### config.mk
export PLATFORM = sky130hd
export DESIGN_NAME = dgl_queue
export DESIGN_NICKNAME = d
export VERILOG_FILES = /design/src/rtl/dgl_pkg.sv /design/src/rtl/dgl_queue.sv
export SDC_FILE = /design/constraint.sdc
export NUM_CORES = 1
export LEC_CHECK = 0
export BUFFER_PORTS_ARGS = -buffer_cell sky130_fd_sc_hd__buf_4
export CORE_ASPECT_RATIO = 0.75
export CORE_MARGIN = 3
export CORE_UTILIZATION = 30
export CTS_CLUSTER_SIZE = 24
export DETAILED_ROUTE_END_ITERATION = 8
export GPL_TIMING_DRIVEN = 1
export MAX_ROUTING_LAYER = met4
export PLACE_DENSITY = 0.51
export SYNTH_ARGS = -nofsm -noshare
export SYNTH_HDL_FRONTEND = slang
export SYNTH_SLANG_ARGS = --single-unit
export TNS_END_PERCENT = 100
### constraint.sdc
create_clock -name clk_i -period 4.72 [get_ports clk_i]
set_input_delay 0.472 -clock clk_i [delete_from_list [all_inputs] [get_ports clk_i]]
set_output_delay 0.472 -clock clk_i [all_outputs]
set_load 0.02 [all_outputs]
### src/rtl/dgl_pkg.sv
// Shared types and constants of the depth-to-gray log tone map.
// No dependencies; used by every design module of the block.
package dgl_pkg;

  localparam logic [1:0] CMD_CLEAR    = 2'd0;
  localparam logic [1:0] CMD_SCAN     = 2'd1;
  localparam logic [1:0] CMD_MAP      = 2'd2;
  localparam logic [1:0] CMD_RESERVED = 2'd3;

  localparam logic [1:0] REG_FORMAT = 2'd0;
  localparam logic [1:0] REG_LO_BOUND = 2'd1;
  localparam logic [1:0] REG_HI_BOUND = 2'd2;
  localparam logic [1:0] REG_STRENGTH = 2'd3;

  localparam int unsigned DenW = 57;

  typedef struct packed {
    logic               fmt_unsigned;
    logic signed [23:0] lo_bound;
    logic signed [23:0] hi_bound;
    logic [15:0]        strength;
  } cfg_t;

  // One map job. In float mode diff already holds d - lo (hi - lo for an infinite or NaN sample) and span is one.
  typedef struct packed {
    logic               fmt_unsigned;
    logic signed [33:0] diff;
    logic [31:0]        span;
    logic signed [23:0] lo;
    logic [24:0]        win;
  } job_t;

endpackage

### src/rtl/dgl_queue.sv
// Two-entry job queue between front and back end.
// Depends on dgl_pkg for the job type.
module dgl_queue (
  input  logic          clk_i,
  input  logic          rst_ni,
  input  logic          push_valid_i,
  output logic          push_ready_o,
  input  dgl_pkg::job_t push_job_i,
  output logic          pop_valid_o,
  input  logic          pop_ready_i,
  output dgl_pkg::job_t pop_job_o
);

  dgl_pkg::job_t entry_q [2];
  logic       wr_q, wr_d, rd_q, rd_d;
  logic [1:0] cnt_q, cnt_d;
  logic       do_push, do_pop;

  assign push_ready_o = (cnt_q != 2'd2);
  assign pop_valid_o  = (cnt_q != 2'd0);
  assign pop_job_o    = entry_q[rd_q];
  assign do_push      = push_valid_i && push_ready_o;
  assign do_pop       = pop_valid_o && pop_ready_i;

  always_comb begin
    wr_d  = wr_q ^ do_push;
    rd_d  = rd_q ^ do_pop;
    cnt_d = cnt_q + 2'(do_push) - 2'(do_pop);
  end

  always_ff @(posedge clk_i or negedge rst_ni) begin
    if (!rst_ni) begin
      wr_q  <= 1'b0;
      rd_q  <= 1'b0;
      cnt_q <= 2'd0;
    end else begin
      wr_q  <= wr_d;
      rd_q  <= rd_d;
      cnt_q <= cnt_d;
    end
  end

  always_ff @(posedge clk_i) begin
    if (do_push) entry_q[wr_q] <= push_job_i;
  end

endmodule

Yosys cells after proc, flatten, opt, wreduce, memory -nomap -nowiden
Memory sizes are Yosys's and may differ from the RTL's.
Cells that the tools add are included.
W data, S select, Z words.
Operators by class
  reduce and logical (&&, ||, !) cells: 3
  multiplexer cells: 2
  add/sub/neg operators: 2
  bitwise logic cells: 2
  equal/unequal tests: 1
Operator list (number)
  $add A2 B1 Y2: 1
  $logic_and A1 B1 Y1: 2
  $mux W1: 2
  $ne A2 B2 Y1 const B: 1
  $reduce_bool A2 Y1: 1
  $sub A2 B1 Y2: 1
  $xor A1 B1 Y1: 2
Storage, ports and cells
  bits in registers: 4
  bits in writable memories: 232
  bits of input ports: 120
  output and inout port bits: 118
  memories: 1
Memories
  entry_q: depth 2, bits a word 116, read ports 1, clocked after Yosys merged registers in 0, write ports 1, line dgl_queue.sv:14  | dgl_pkg::job_t entry_q [2];

Depth between registers and ports, before layout
Gate-level depths: netlist (run 1).
  depth after elaboration: 4
  gate-level depth with buffers: 5
  depth with buffers taken out: 5

Least setup slack after synthesis (run 1)
No wires, ideal clock.
  path kind: flip-flop to flip-flop
  start point: register cnt_q[0]
  end point: memory entry_q[0][0] (netlist name), enable pin
  period minus slack after synthesis: 4042 ps
  arrival time: 3553 ps
  buffers on the path: 0
  library setup time: 489 ps
  cell stages (with the launch flop): 4
  slack: 678 ps
  path through: dfrtp_1 nand2b_1 and2_1 ha_1
Between the ends
  longest elaborated chain between the ends: 4
RTL lines
  start: declaration: line dgl_queue.sv:16  | logic [1:0] cnt_q, cnt_d;
  start signal: assignment: line dgl_queue.sv:39  | cnt_q <= cnt_d;
  $ne A2 B2 Y1: line dgl_queue.sv:19  | assign push_ready_o = (cnt_q != 2'd2);
  net push_ready_o: line dgl_queue.sv:7  | output logic push_ready_o,
  $logic_and A1 B1 Y1: line dgl_queue.sv:22  | assign do_push = push_valid_i && push_ready_o;
  $mux W1: line dgl_queue.sv:44  | if (do_push) entry_q[wr_q] <= push_job_i;
  $mux W1 (implied by the code): line dgl_queue.sv:44
  end: declaration: line dgl_queue.sv:14
The timed path passes the listed nets, and every way through them passes these cells.

==> results of run 1 <==
[placed cells by master (no fill, tap or decap), drive strengths merged, types with 2 or more instances in the layout]
master  instances
xnor2           2
buf           240
mux2          116
edfxtp        232
nor2            2
bufinv          5
dfrtp           4
clkinv         11
inv             4
ha              2
clkbuf         29
[worst register-to-register path: stages (launching register included)]
cell,delay (ns)
dfrtp_1,0.43
nand2b_1,0.18
and2_1,0.18
ha_4,0.67
buf_12,0.40
[worst max path at each step]
stage                                to     start
after global routing      pop_job_o[64]      rd_q
after floorplan           entry_q[0][0]  cnt_q[0]
after CTS                  pop_job_o[1]      rd_q
after global placement    pop_job_o[62]      rd_q
after detailed placement   pop_job_o[1]      rd_q
final                     pop_job_o[60]      rd_q
[routing by layer]
| layer | up-vias | wire length [um] | part of all wire [%] |
|---|---|---|---|
| li1 | 2047 | - | - |
| met1 | 2210 | 8270 | 44 |
| met2 | 177 | 8030 | 43 |
| met4 | 0 | 350 | 1.9 |
| met3 | 30 | 1940 | 10 |
| met5 | - | 0 | 0 |
[layout make-up]
cell class / count / area [um2] / share of cell area [%]
antenna: 1 / 2.50 / 0.0211
clock buffer: 29 / 683 / 5.75
timing repair buffer: 241 / 1850 / 15.6
inverter: 2 / 7.51 / 0.0632
tap: 385 / 482 / 4.05
multi-input combinational: 133 / 1560 / 13.1
clock inverter: 19 / 230 / 1.94
sequential: 236 / 7070 / 59.5
[kinds of logic (layout without fill, tap and decap cells)]
family | count (synthesis) | in the layout | synth area share, %
muxes | 116 | 116 | 16.3
buffers and inverters | 15 | 291 | 1.19
and+or+nand+nor | 9 | 9 | 0.546
AOI/OAI and AO/OA | 4 | 4 | 0.359
xor gates and xnor gates | 2 | 2 | 0.201
DFF | 236 | 236 | 81.1
adders and majority gates | 2 | 2 | 0.287
other | 0 | 1 | 0
[state kept, by name, indices dropped and copies added (netlist names)]
register,count
cnt_q,2
entry_q,232
rd_q,1
wr_q,1
[power by group]
part	internal [mW]	switching, mW	total [mW]
clock network	1.32	0.814	2.13
registers	2.87	0.207	3.07
logic	1.23	1.40	2.62
total	5.41	2.42	7.83
[what timing repair did]
| action | in CTS | in global routing |
|---|---|---|
| setup buffers | 0 | 0 |
| hold buffers | 1 | 0 |
| hold endpoints to repair | 4 | 0 |
==> summary.txt, run 1 <==
Final layout
  • Share of cells above drive strength 1: 60.9%
  • Utilization after layout: a little over two fifths
  • Final nets: between 700 and 800
  • Layout fillers: 2548
  • Design Area, Final: around 12000 um2
  • Area grow syn2layout: 36.4%
  • Non-Filler Instances: 1046

Yosys
  • Post-synth top area share: 80.0%
  • Number of synthesized flops with an enable pin: roughly 230
  • Most frequent cell after synthesis: edfxtp_1
  • Seq cells post-synth: about 240
  • Post-synth top cells: edfxtp_1, mux2_2, mux2_4
  • Register area share after synthesis: around 81%
  • Top FF cell, synth: edfxtp_1
  • Main area contributors after synthesis: edfxtp_1, mux2_2, mux2_4
  • Ys async rst share: 1.69%
  • Syn avg cell area: roughly 23 um2
  • Post-Syn Nets: around 510
  • Synthesized area: a little under 9000 um2
  • Synth cell types: 21
  • Syn. warnings: 0
  • Leading area contributor after synthesis: edfxtp_1
  • Mapped Cells: between 300 and 400

Critical path
  • Instance count on the critical path: 3
  • Setup Crit Path Kind: reg -> out
  • Crit Path Max Fanout: 60
  • WP data required: about 4.3 ns
  • CP cell instances: buf_12, mux2_2, buf_4
  • Max incr delay on CP: ~0.95 ns
  • Crit path DAT: about 2.6 ns
  • WP buf/inv: 2
  • Worst path top cell family by delay: flip-flops
  • Startpoint Class: register
  • Reg-to-Reg Start: cnt_q[0]
  • Crit end category: output port
  • CP max stage cell: dfrtp_4
  • Flop-to-flop setup slack: 2.43 ns
  • R2R cell count: 4
  • Reg2reg end: entry_q[0][24]

Outcome
  • Status: completed

Global route
  • Initial antenna violation count: 0
  • All-Layer GR Usage: roughly an eighth
  • Met2 Track Usage GR: ~17%
  • First-pass GRT wire length: 27700 um
  • Met1 Use GR: 15.4%
  • Largest net degree at the start of global routing: 64
  • Vias in the first global route: ~4800
  • Grt ovf: 0
  • GR Util met3: ~5.5%
  • Busiest grt layer: met2

Pwr
  • Max rail drop VDD: about 0.33 mV
  • P_leak: around 4.5 nW
  • Total power: 7.83 mW
  • PwrDens: approximately 660 nW/um2

Clocking
  • Clock Latency Late Sink: roughly 0.53 ns
  • Worst-path clk slew: 0.06 ns
  • Root Buffer: clkbuf_16
  • # resized after CTS: 0
  • CTS Buf Count: 26
  • CTS H-tree lvls: 1
  • Sink Count: roughly 240
  • Clock tree buffer depth: 3
  • CTS tree: done

Timing
  • FMAX: about 320 MHz
  • Max-slew violation count: 0
  • Min cycle time layout: a little over 3 ns
  • Relative slew slack: 40.1%
  • Fin crit share: between 60% and 70%
  • Clock Skews: 0.0157 ns
  • Hold_ws: 0.119 ns
  • RSZ-0062 raised after global routing: false
  • Final hold violations: 0
  • Setup WS post-layout: roughly 1.6 ns
  • Slew @ Worst Pin: about 0.90 ns
  • Final setup violation count: 0
  • Setup TNS Final: 0 ns

Hold path
  • Tightest Hold Check Type: in -> reg
  • Hold path cells: 1
  • Hold Path End: entry_q[1][49]
  • Min-delay src: push_job_i[49]

Placed design
  • Setup slack at placement: between 2 and 2.5 ns
  • Detail Placement HPWL: roughly 12000 um
  • IO Port Bufs: 237
  • Post-DP Area: between 10000 and 15000 um2
  • Gp weighted congestion: just over 0.7
  • Cells after DPL: about 1000

Drt
  • DRT antenna net count: 0
  • DR iter-0 viols: just over 200
  • First-pass iteration count of the detailed router: 4
  • DR vias/cell: 4.27
  • Total number of vias: approximately 4500
  • Wire per inst: 17.8 um
  • DRC Markers: 0
  • Total wire length: ~19000 um

Die
  • I/O pin count: ~240
  • Core area: 28300 um2
  • Rows: 53
  • Die Ht: 154 um
  • Die ar.: 31100 um2
  • Horiz. Die Dim: around 200 um
  • Initial Util: 30.8%

Run
  • Max Cap Violations: 0
Note: power is estimated with default switching activity, not from simulation.
==> inputs of run 2 (changes only) <==
--- a/config.mk
+++ b/config.mk
@@ -13,7 +13,7 @@
 export DETAILED_ROUTE_END_ITERATION = 8
 export GPL_TIMING_DRIVEN = 1
 export MAX_ROUTING_LAYER = met4
-export PLACE_DENSITY = 0.51
+export PLACE_DENSITY = 0.52
 export SYNTH_ARGS = -nofsm -noshare
 export SYNTH_HDL_FRONTEND = slang
 export SYNTH_SLANG_ARGS = --single-unit
==> constraint.sdc (replaced) <==
create_clock -name clk_i -period 2.8 [get_ports clk_i]
set_input_delay 0.28 -clock clk_i [delete_from_list [all_inputs] [get_ports clk_i]]
set_output_delay 0.28 -clock clk_i [all_outputs]
set_load 0.02 [all_outputs]
==> summary.txt, run 2 (synthesis results as in run 1) <==
Outcome
  • Status: completed

Drt
  • DR vias/cell: 4.23 (-0.89%)
  • Top Metal Used: met4
  • DRT antenna net count: 0 (unchanged)
  • Wire per inst: 16.8 um (-5.7%)
  • Metal-1 WL: 8210 um (-0.68%)
  • Total wire length: 19400 um (+4.4%)
  • DR iter-0 viols: 187 (-9.7%)
  • Wire length on met2: 9470 um (+18%)
  • DRC Markers: 0 (unchanged)
  • Met3 WL post-DR: 1240 um (-36%)
  • Total number of vias: 4902 (+9.8%)
  • First-pass iteration count of the detailed router: 4 (unchanged)

Clocking
  • Root Buffer: clkbuf_16
  • CTS Buf Count: 25 (-3.8%)
  • Sink Count: 236 (unchanged)
  • Worst-path clk slew: 0.06 ns (about the same)
  • Clock Latency Late Sink: 0.51 ns (-0.02 ns)
  • CTS tree: done
  • CTS H-tree lvls: 1 (unchanged)
  • Clock tree buffer depth: 3 (unchanged)

Timing
  • Max-slew violation count: 0 (unchanged)
  • Final setup violation count: 0 (unchanged)
  • Fin crit share: 88.1%
  • Min cycle time layout: between 2 and 2.5 ns
  • FMAX: slightly above 400 MHz
  • Setup TNS Final: 0 ns (unchanged)
  • Slew @ Worst Pin: 0.533 ns (-0.365 ns)
  • Final hold violations: 0 (unchanged)
  • Clock Skews: 0.00707 ns (-0.00865 ns)
  • Setup WS post-layout: 0.334 ns (-1.30 ns)
  • Relative slew slack: 64.5% (+24 points)
  • RSZ-0062 raised after global routing: false

Die
  • Rows: 53 (unchanged)
  • Initial Util: 30.8% (unchanged)
  • Horiz. Die Dim: 203 um (unchanged)
  • Die Ht: 154 um (unchanged)
  • Core area: 28300 um2 (unchanged)
  • I/O pin count: 238 (unchanged)
  • Die ar.: 31100 um2 (unchanged)

Final layout
  • Area grow syn2layout: 48.3%
  • Final nets: 880 (+15%)
  • Seq. cell area: 7070 um2 (unchanged)
  • Commonest non-fill, non-tap cell in the layout: buf_4
  • Max reg flops: 232 (unchanged)
  • Reg with most FFs: entry_q
  • Most frequent cells in the layout: buf_4, edfxtp_1, dlygate4sd3_1, mux2_2, mux2_4
  • Multi-input gate area: 1560 um2 (unchanged)
  • Largest regs: entry_q: 232 flops, cnt_q: 2 flops
  • Layout fillers: 2475 (-2.9%)
  • Ant. Diodes: 0 (-1)
  • Share of cells above drive strength 1: 51.0% (-9.9 points)

Global route
  • Largest net degree at the start of global routing: 49 (-23%)
  • Initial antenna violation count: 0 (unchanged)
  • Grt ovf: 0 (unchanged)
  • First-pass GRT wire length: 29700 um (+7.2%)
  • All-Layer GR Usage: 12.3% (+0.55 points)
  • Vias in the first global route: 5401 (+13%)

Placed design
  • Gp weighted congestion: 0.712 (+0.13%)
  • IO Port Bufs: 237 (unchanged)
  • Setup slack at placement: 0.796 ns (-1.37 ns)
  • Detail Placement HPWL: 12500 um (+2.9%)

Pwr
  • PwrDens: 991 nW/um2 (+50%)
  • P_leak: 4.88 nW (+9.4%)
  • Sequential power share: 39.8% (+0.6 points)
  • P_sw: 4.03 mW (+67%)
  • Comb power frac: 36.9% (+3.4 points)
  • Clock power frac: 23.2% (-4.0 points)
  • Total power: 12.8 mW (+64%)
  • Internal power: 8.78 mW (+62%)
  • Sw Share: 31.5% (+0.58 points)
  • Max rail drop VDD: 0.560 mV (+70%)

Critical path
  • Startpoint Class: register
  • WP data required: 2.52 ns (-1.73 ns)
  • Crit end category: output port
  • CP max stage cell: dfrtp_4
  • WP buf/inv: 2 (unchanged)
  • Worst path top cell family by delay: flip-flops
  • CP cell instances: buf_12, mux2_2, buf_4
  • Crit path DAT: 2.19 ns (-0.42 ns)
  • Setup Crit Path Kind: reg -> out
  • Max incr delay on CP: 0.74 ns (-0.21 ns)
  • Crit Path Max Fanout: 42 (-30%)

Hold path
  • Tightest Hold Check Type: in -> reg

Run
  • Max Cap Violations: 0 (unchanged)
## run 2: cell types whose count changed in the layout (fill, tap and decap cells not counted), moves of 2 or more
cell / previous run / this run
clkbuf_16: 27 / 25
buf_12: 3 / 6
bufinv_16: 5 / 1
clkbuf_1: 2 / 6
dlygate4sd3_1: 1 / 117
## run 2: layout make-up
class                      count  area share [%]
sequential                   236            54.7
inverter                       2          0.0581
clock inverter                12           0.620
multi-input combinational    133            12.1
timing repair buffer         360            23.8
tap                          385            3.73
clock buffer                  31            5.02
## run 2: worst paths after layout
path	endpoint	slack, ns	start	depth (start not counted)
worst max-delay path	pop_job_o[110]	0.33	rd_q	3
worst max register to register	entry_q[0][94]	0.85	cnt_q[0]	4
worst min-delay path	rd_q	0.12	pop_ready_i	3
min in group asynchronous	cnt_q[1]	0.15	rst_ni	2
max in group asynchronous	rd_q	2.53	rst_ni	2
worst min register to register	cnt_q[0]	0.63	cnt_q[0]	1
## run 2: through the flow
step	hold slack [ns]	instance area [um2]	utilization, %	instances
6_report	0.116	12900	45.6	1159
3_5_place_dp	0.0848	11000	38.9	999
5_1_grt	0.102	12900	45.6	1159
2_1_floorplan	-0.0156	8710	-	384
4_1_cts	0.0939	12900	45.6	1159
3_3_place_gp	0.0848	11000	38.9	999
## run 2: power by group through the flow
stage | logic (mW) | registers, mW | clock network (mW)
CTS | 4.83 | 5.11 | 3.10
floorplan | 2.89 | 5.06 | 0
finish | 4.73 | 5.10 | 2.98
global placement | 4.65 | 5.14 | 0
global route | 5.03 | 5.18 | 3.26
detailed placement | 4.67 | 5.19 | 0
## run 2: layer usage
metal	vias to the layer above	global-route usage, %
met1	2418	15.2
met3	39	3.15
met2	164	20.4
li1	2281	-
met4	0	3.17
met5	-	-
## run 2: worst min-delay path, delay by kind of cell
kind	cells	cell delay (ns)
xor+xnor	1	0.07
simple gates	1	0.10
buf+inv	1	0.13
## run 2: timing repair
action	in CTS	in global routing
gates resized for setup	0	0
buffers inserted	0	0
endpoints found under the hold margin	236	0
hold buffers	117	0
==> inputs of run 3 (changes only) <==
--- a/config.mk
+++ b/config.mk
@@ -13,7 +13,8 @@
 export DETAILED_ROUTE_END_ITERATION = 8
 export GPL_TIMING_DRIVEN = 1
 export MAX_ROUTING_LAYER = met4
-export PLACE_DENSITY = 0.52
+export PLACE_DENSITY = 0.6
+export SLEW_MARGIN = 20
 export SYNTH_ARGS = -nofsm -noshare
 export SYNTH_HDL_FRONTEND = slang
 export SYNTH_SLANG_ARGS = --single-unit
==> summary.txt, run 3 (synthesis results as in run 1) <==
Drt
  • Total number of vias: 4960 (+1.2%)
  • DRC Markers: 0 (unchanged)
  • DR vias/cell: 4.26 (+0.84%)
  • First-pass iteration count of the detailed router: 4 (unchanged)
  • DR iter-0 viols: 203 (+8.6%)
  • DRT antenna net count: 0 (unchanged)
  • Wire per inst: 16.9 um (+1.1%)
  • Total wire length: 19700 um (+1.4%)

Pwr
  • Clock power frac: 24.0% (+0.8 points)
  • Max rail drop VDD: 0.761 mV (+36%)
  • P_leak: 4.91 nW (+0.63%)
  • Total power: 12.9 mW (+1.1%)
  • PwrDens: 998 nW/um2 (+0.73%)
  • Internal power: 8.89 mW (+1.3%)
  • P_sw: 4.06 mW (+0.70%)
  • Sw Share: 31.3% (-0.13 points)
  • Sequential power share: 39.2% (-0.6 points)
  • Comb power frac: 36.7% (-0.2 points)

Timing
  • Clock Skews: 0.0215 ns (+0.0144 ns)
  • Fin crit share: 84.3% (-3.7 points)
  • FMAX: 423 MHz (+4.4%)
  • Final hold violations: 0 (unchanged)
  • Setup TNS Final: 0 ns (unchanged)
  • Final setup violation count: 0 (unchanged)
  • Min cycle time layout: 2.36 ns (-0.105 ns)
  • Slew @ Worst Pin: 0.515 ns (-0.0177 ns)
  • RSZ-0062 raised after global routing: false
  • Max-slew violation count: 0 (unchanged)
  • Relative slew slack: 65.6% (+1.2 points)

Die
  • Horiz. Die Dim: 203 um (unchanged)
  • Rows: 53 (unchanged)
  • Die ar.: 31100 um2 (unchanged)
  • I/O pin count: 238 (unchanged)
  • Initial Util: 30.8% (unchanged)
  • Die Ht: 154 um (unchanged)
  • Core area: 28300 um2 (unchanged)

Placed design
  • Gp weighted congestion: 0.736 (+3.3%)
  • Detail Placement HPWL: 12500 um (about the same)
  • IO Port Bufs: 237 (unchanged)

Clocking
  • CTS tree: done
  • Clock Latency Late Sink: 0.53 ns (+0.02 ns)
  • CTS Buf Count: 25 (unchanged)
  • Sink Count: 236 (unchanged)
  • Root Buffer: clkbuf_16
  • Clock tree buffer depth: 3 (unchanged)
  • Post-CTS setup buffers: 0 (unchanged)
  • # resized after CTS: 0 (unchanged)
  • Worst-path clk slew: 0.06 ns (about the same)
  • CTS H-tree lvls: 1 (unchanged)

Critical path
  • Crit path DAT: 2.08 ns (-0.11 ns)
  • Crit end category: output port
  • Setup Crit Path Kind: reg -> out
  • Startpoint Class: register
  • WP data required: 2.52 ns (about the same)
  • Crit Path Max Fanout: 19 (-55%)

Final layout
  • Most frequent cells in the layout: buf_4, edfxtp_1, dlygate4sd3_1, mux2_2, mux2_4
  • Layout fillers: 2415 (-2.4%)
  • Commonest non-fill, non-tap cell in the layout: buf_4
  • Reg with most FFs: entry_q
  • Area grow syn2layout: 48.8%
  • Share of cells above drive strength 1: 51.8% (+0.77 points)
  • Max reg flops: 232 (unchanged)
  • Final nets: 882 (+0.23%)
  • Ant. Diodes: 0 (unchanged)
  • Largest regs: entry_q: 232 flops, cnt_q: 2 flops

Outcome
  • Status: completed

Global route
  • First-pass GRT wire length: 29800 um (+0.33%)
  • Vias in the first global route: 5485 (+1.6%)
  • Grt ovf: 0 (unchanged)
  • Initial antenna violation count: 0 (unchanged)
  • All-Layer GR Usage: 12.5% (+0.17 points)
  • Largest net degree at the start of global routing: 64 (+31%)

Hold path
  • Tightest Hold Check Type: in -> reg

Run
  • Max Cap Violations: 0 (unchanged)
-- run 3: worst paths after layout --
kind | cells after the start | slack (ns) | start | end
min in group asynchronous | 2 | 0.09 | rst_ni | cnt_q[0]
worst min register to register | 1 | 0.62 | cnt_q[0] | cnt_q[0]
worst min-delay path | 3 | 0.05 | pop_ready_i | rd_q
worst max register to register | 3 | 0.90 | cnt_q[0] | entry_q[1][17]
worst max-delay path | 3 | 0.44 | rd_q | pop_job_o[16]
max in group asynchronous | 2 | 2.59 | rst_ni | rd_q
-- run 3: repair_timing --
action / 4_1_cts / 5_1_grt
endpoints found under the hold margin: 236 / 0
endpoints found under the setup margin: 0 / 0
hold buffers: 117 / 0
-- run 3: power by group through the flow --
stage               Clock (mW)  Sequential, mW  Combinational [mW]
global route              3.38            5.15                5.02
detailed placement           0            5.16                4.67
floorplan                    0            5.06                2.89
CTS                       3.23            5.09                4.83
global placement             0            5.11                4.62
finish                    3.11            5.08                4.75
-- run 3: stage by stage --
step	cells	hold slack [ns]	instance area, um2	worst slack, ns	utilization [%]
after floorplan	384	-0.0156	8710	0.0103	-
after global placement	1001	0.0812	11000	0.969	38.9
after detailed placement	1001	0.0812	11000	0.887	38.9
after CTS	1163	0.0237	13000	0.374	45.8
after global routing	1163	0.0267	13000	0.330	45.8
final	1163	0.0543	13000	0.438	45.8
-- run 3: cell type report --
cell class              count  area (um2)  area share [%]
clock buffers              30         644            4.97
well taps                 385         482            3.72
clock inverters            15         130            1.00
repair buffers            362        3070            23.7
flip-flops and latches    236        7070            54.5
inverters                   2        7.51          0.0579
multi-input cells         133        1560            12.0
-- run 3: critical path, stage by stage, from the launching register on --
cell	delay (ns)
dfrtp_4	0.64
buf_4	0.35
mux2_2	0.39
buf_4	0.16
-- run 3: routing by layer --
layer | track usage (%) | vias up | part of all wire [%]
met5 | - | - | 0
met4 | 2.67 | 0 | 1.8
met3 | 3.43 | 29 | 6.7
met2 | 21.2 | 188 | 50
met1 | 15.0 | 2460 | 41
li1 | - | 2283 | -
